### src/hw/rtl/ohl_pkg.sv
package ohl_pkg;

    // List geometry
    localparam int CAPACITY    = 16;
    localparam int HANDLE_BITS = 32;

    // Fixed field widths of the channels
    localparam int REQ_TYPE_W = 2;
    localparam int POS_W      = 5;
    localparam int HANDLE_W   = 32;
    localparam int COUNT_W    = 5;

    // Derived widths
    localparam int STORE_W = (HANDLE_BITS < HANDLE_W) ? HANDLE_BITS : HANDLE_W;
    localparam int CNT_W   = $clog2(CAPACITY + 1);
    localparam int IDX_W   = $clog2(CAPACITY);
    localparam int CMP_W   = (CNT_W > POS_W) ? CNT_W : POS_W;

    typedef enum logic [REQ_TYPE_W-1:0] {
        REQ_APPEND = 2'd0,
        REQ_INSERT = 2'd1,
        REQ_READ   = 2'd2,
        REQ_REMOVE = 2'd3
    } req_type_t;

    typedef enum logic {
        ST_IDLE = 1'b0,
        ST_RESP = 1'b1
    } ctl_state_t;

    typedef struct packed {
        logic exec;
    } ohl_cmd_t;

endpackage

### src/hw/rtl/ohl_datapath.sv
module ohl_datapath import ohl_pkg::*;
(
    input  logic                  clk,
    input  logic                  rst_n,
    input  ohl_cmd_t              cmd,
    input  logic [REQ_TYPE_W-1:0] req_type,
    input  logic [POS_W-1:0]      position,
    input  logic [HANDLE_W-1:0]   handle_in,
    output logic                  ok,
    output logic [HANDLE_W-1:0]   handle_out,
    output logic [COUNT_W-1:0]    count,
    output logic                  full_res
);

    logic [STORE_W-1:0] entries_reg [CAPACITY];
    logic [CNT_W-1:0]   fill_reg;
    logic [CNT_W-1:0]   fill_next;
    logic               ok_reg;
    logic               ok_next;
    logic [STORE_W-1:0] hout_reg;
    logic [STORE_W-1:0] hout_next;

    req_type_t          rtype;
    logic               full;
    logic [CMP_W-1:0]   pos_ext;
    logic [CMP_W-1:0]   fill_ext;
    logic               in_range;
    logic [IDX_W-1:0]   idx;
    logic [IDX_W-1:0]   ins_idx;
    logic               do_insert;
    logic               do_remove;
    logic [STORE_W-1:0] h;

    assign rtype    = req_type_t'(req_type);
    assign full     = (fill_reg == CNT_W'(CAPACITY));
    assign pos_ext  = CMP_W'(position);
    assign fill_ext = CMP_W'(fill_reg);
    assign in_range = (pos_ext < fill_ext);
    assign idx      = pos_ext[IDX_W-1:0];
    assign h        = handle_in[STORE_W-1:0];

    always_comb
    begin
        ok_next   = 1'b0;
        hout_next = '0;
        do_insert = 1'b0;
        do_remove = 1'b0;
        ins_idx   = idx;
        fill_next = fill_reg;
        unique case (rtype)
            REQ_APPEND:
            begin
                ok_next   = !full;
                do_insert = !full;
                ins_idx   = fill_reg[IDX_W-1:0];
            end
            REQ_INSERT:
            begin
                ok_next   = !full && (pos_ext <= fill_ext);
                do_insert = ok_next;
            end
            REQ_READ:
            begin
                ok_next = in_range;
                if (in_range)
                begin
                    hout_next = entries_reg[idx];
                end
            end
            REQ_REMOVE:
            begin
                ok_next   = in_range;
                do_remove = in_range;
                if (in_range)
                begin
                    hout_next = entries_reg[idx];
                end
            end
            default:
            begin
                ok_next = 1'b0;
            end
        endcase
        if (do_insert)
        begin
            fill_next = fill_reg + 1'b1;
        end
        else if (do_remove)
        begin
            fill_next = fill_reg - 1'b1;
        end
    end

    // Cells past the insert slot take lower; the remove slot and past it take upper
    for (genvar g = 0; g < CAPACITY; g++)
    begin : g_cell
        logic [STORE_W-1:0] lower;
        logic [STORE_W-1:0] upper;

        if (g == 0)
        begin : g_first
            assign lower = '0;
        end
        else
        begin : g_lower
            assign lower = entries_reg[g-1];
        end

        if (g == CAPACITY - 1)
        begin : g_last
            assign upper = '0;
        end
        else
        begin : g_upper
            assign upper = entries_reg[g+1];
        end

        always_ff @(posedge clk)
        begin
            if (cmd.exec)
            begin
                priority if (do_insert && (IDX_W'(g) > ins_idx))
                begin
                    entries_reg[g] <= lower;
                end
                else if (do_insert && (IDX_W'(g) == ins_idx))
                begin
                    entries_reg[g] <= h;
                end
                else if (do_remove && (IDX_W'(g) >= idx))
                begin
                    entries_reg[g] <= upper;
                end
                else
                begin
                    entries_reg[g] <= entries_reg[g];
                end
            end
        end
    end

    always_ff @(posedge clk or negedge rst_n)
    begin
        if (!rst_n)
        begin
            fill_reg <= '0;
        end
        else if (cmd.exec)
        begin
            fill_reg <= fill_next;
        end
    end

    always_ff @(posedge clk)
    begin
        if (cmd.exec)
        begin
            ok_reg   <= ok_next;
            hout_reg <= hout_next;
        end
    end

    assign ok         = ok_reg;
    assign handle_out = HANDLE_W'(hout_reg);
    assign count      = COUNT_W'(CMP_W'(fill_reg));
    assign full_res   = full;

    a_fill_bound: assert property (@(posedge clk) disable iff (!rst_n)
        fill_reg <= CNT_W'(CAPACITY))
        else $error("fill count above capacity");

    a_refused_keeps_fill: assert property (@(posedge clk) disable iff (!rst_n)
        cmd.exec && !ok_next |=> fill_reg == $past(fill_reg))
        else $error("refused request changed the fill count");

    a_append_grows: assert property (@(posedge clk) disable iff (!rst_n)
        cmd.exec && ok_next && rtype == REQ_APPEND
        |=> fill_reg == CNT_W'($past(fill_reg) + 1'b1))
        else $error("append did not grow the list by one");

    a_read_keeps_fill: assert property (@(posedge clk) disable iff (!rst_n)
        cmd.exec && rtype == REQ_READ |=> fill_reg == $past(fill_reg))
        else $error("read changed the fill count");

endmodule

### config.mk
export PLATFORM = sky130hd
export DESIGN_NAME = ohl_datapath
export DESIGN_NICKNAME = d
export VERILOG_FILES = /design/src/hw/rtl/ohl_pkg.sv /design/src/hw/rtl/ohl_datapath.sv
export SDC_FILE = /design/constraint.sdc
export NUM_CORES = 2
export LEC_CHECK = 0
export ABC_AREA = 1
export BUFFER_PORTS_ARGS = -buffer_cell sky130_fd_sc_hd__buf_2
export CAP_MARGIN = 20
export CORE_UTILIZATION = 53
export CTS_CLUSTER_DIAMETER = 120
export DETAILED_ROUTE_END_ITERATION = 12
export PLACE_DENSITY = 0.82
export SLEW_MARGIN = 10
export SYNTH_ARGS = -nofsm -noshare
export SYNTH_HDL_FRONTEND = slang
export SYNTH_SLANG_ARGS = --single-unit
### constraint.sdc
create_clock -name clk -period 4.1 [get_ports clk]
set_input_delay 0.205 -clock clk [delete_from_list [all_inputs] [get_ports clk]]
set_output_delay 0.205 -clock clk [all_outputs]
set_load 0.02 [all_outputs]
==> impl_results.md <==
- Status: completed
- Clk buf depth: 3
- Cell variety after synth: 33
- WP buf/inv: 2
- Skew-Pair Late Insertion Delay: approximately 0.65 ns
- Hold/Removal Path Class: in -> reg
- Clock-pin slew on the worst setup and hold paths: roughly 0.07 ns
- Post-Syn Nets: between 4,000 and 5,000
- Die X-Extent: 260 um
- DR vias: 34,500
- Initial core utilization: 0.536
- Crit. Startpoint: count[1]
- Synth Warn #: 0
- Worst VDD drop: between 0.4 and 0.5 mV
- Total GRT Usage: 0.335
- Setup Viol. Count Final: 0
- Async SR Flop Fraction: 0.00909
- Max Cap Viol: 0
- Final core occ: 0.576
- R2R Setup Slk: approximately 0.8 ns
- Worst path required time: about 4.5 ns
- Max Fclk: 301 MHz
- Final min period: around 3.3 ns
- R2R depth: 10
- Setup Skew: roughly 0.016 ns
- Port Buf Inserts: 80
- Via density: just over 6
- R2R Path End: entries_reg[2][22]
- Drt wl/cell: around 21 um
- Slowest CP cell: o21ai_4
- Drt drc: 0
- Final #Nets: between 4,000 and 5,000
- Crit path depth: 10
- Pre-Repair DR Iteration Count: 7
- Vias in the first global route: a little over 30,000
- H-tree lvl count: 2
- Num CTS Buffers: 60
- R2r startpoint: count[1]
- Top Ports: 81
- First-pass GRT wire length: 179,000 um
- Setup TNS: 0 ns
- Sequential area share after synthesis: 0.468
- Crit-path most repeated cell: nand2_1
- Total Power: about 17 mW
- Row cnt: 94
- Max-slew violations: 0
- Static Leak: ~17 nW
- Hold slack: roughly 0.057 ns
- DIE HEIGHT: about 260 um
- Main flop type after synthesis: edfxtp_1
- DR iter-0 viols: around 6,400
- Largest register FFs: ~500
- CTS tree: built
- Cell taking the most area after synthesis: edfxtp_1
- Routability cong.: roughly 0.98
- Fillers: around 5,800
- Resized Gates After CTS: 0
- Setup crit end kind: flop
- Most frequent cells after synthesis: nand2_1, nand3_1, edfxtp_1
- Mapped Cells: approximately 4,800
- Layout cells sized above 1: 0.0693
- CTS Root Cell: clkbuf_16
- Area of the core: approximately 66,000 sq um
- Pin count of the biggest net entering global routing: about 210
- Gr ovfl total: 0
- Crit path max-delay family: compound AO/OA/AOI/OAI gates
- Max incr delay on CP: around 0.97 ns
- Total Wirelength: 116,000 um
- Final Hold Fails: 0
- Dominant cells by area after synthesis: edfxtp_1, nand2_1, nand3_1, nand4_1, o21ai_0
- DP Wirelength: roughly 76,000 um
- Area Growth Syn to Fin: 7.55%
- Syn Area/Cell: roughly 7.4 sq um
- Antenna-violating nets left: 0
- Pwr dens: 444 nW/um^2
- Post-synth EDFFs: about 550
- Nature of the critical path startpoint: flop
- Unrepaired setup endpoints after global routing: false
- Top-area cell type share of the netlist area: 0.465
- Crit path capture: entries_reg[2][22]
- Setup CP Type: reg -> reg
- Initial antenna violation count: 1
- Setup ws final: ~0.78 ns
- Pre-CTS WS: 0.904 ns
- Flops & latches, synth: 550
- Slew HR: 0.232
- Critical path peak fanout: 26
- Worst-Margin Slew: 1.15 ns
- Top-count cell post-synth: nand2_1
- Die Area: between 60,000 and 70,000 sq um
- WP data arrival: roughly 3.7 ns
- CP cell instances: inv_1, ha_1, nand2_1, nor2_1, nand2_1, nand3_1, a21oi_4, nand4_1, o21ai_4, buf_4
- Post-route clock period utilization: 0.809
- Synthesized area: about 35,000 sq um
- Clock sinks: 550
-- worst min-delay path by stage --
stage	slack [ns]	to	startpoint	depth (start not counted)
after floorplan	-0.09	count[0]	rst_n	0
after global placement	0.04	count[4]	rst_n	1
after detailed placement	0.04	count[4]	rst_n	1
after CTS	0.02	entries_reg[15][15]	handle_in[15]	3
after global routing	0.06	entries_reg[15][15]	handle_in[15]	3
final	0.06	entries_reg[15][15]	handle_in[15]	3
-- tightest hold or removal path, stage by stage --
cell	delay (ns)
buf_2	0.21
nor2_1	0.08
nor2_1	0.10
-- routing by layer --
metal  global-route usage  wire (um)  share of wire
met5                    0          0              0
met4                0.131       4030          0.035
met3               0.0726      18100           0.16
met2                0.491      49500           0.43
met1                0.481      44300           0.38
-- layout by cell type (no fill, tap or decap), types with 8 or more instances in the layout --
| cell type | count |
|---|---|
| ha_1 | 8 |
| nand3_1 | 557 |
| inv_2 | 9 |
| a31oi_1 | 25 |
| edfxtp_1 | 545 |
| clkinv_2 | 14 |
| nand2_2 | 8 |
| clkinv_1 | 17 |
| nand2_1 | 1650 |
| buf_2 | 77 |
| nor2_2 | 12 |
| o21ai_2 | 9 |
| o22ai_1 | 32 |
| nand4_1 | 334 |
| inv_1 | 437 |
| nor2_1 | 102 |
| clkbuf_16 | 62 |
| nor2_4 | 10 |
| buf_4 | 90 |
| clkbuf_1 | 11 |
| a21oi_1 | 241 |
| o21ai_0 | 354 |
-- through the flow --
stage / instance area [sq um] / std cells
floorplan: 35200 / 4773
global placement: 36000 / 5409
detailed placement: 36000 / 5409
CTS: 37900 / 5522
global route: 37900 / 5523
finish: 37900 / 5523
-- report_power, final --
| part | internal, mW | switching, mW |
|---|---|---|
| registers | 7.19 | 0.417 |
| logic | 1.03 | 2.91 |
| clock network | 2.93 | 2.37 |
-- logic make-up after synthesis --
group	count (synthesis)	share of synthesized area
and+or+nand+nor	2684	0.335
AOI/OAI and AO/OA	673	0.0984
xor gates and xnor gates	3	0.000746
adders and majority gates	9	0.00341
DFF	550	0.468
buffers and inverters	854	0.0942
-- timing repair --
action	CTS	global route
hold endpoints to repair	20	0
buffers inserted	0	0
hold buffers	4	0
-- final cells by class --
| type | instances | area (sq um) | area share |
|---|---|---|---|
| diodes | 1 | 2.50 | 0.0000660 |
| clock buffers | 73 | 1590 | 0.0420 |
| clock inverters | 36 | 255 | 0.00674 |
| inverters | 449 | 1690 | 0.0447 |
| multi-input cells | 3369 | 15500 | 0.409 |
| flip-flops and latches | 550 | 16500 | 0.435 |
| well taps | 864 | 1080 | 0.0285 |
| repair buffers | 181 | 1280 | 0.0337 |
Note: power is estimated with default switching activity, not from simulation.
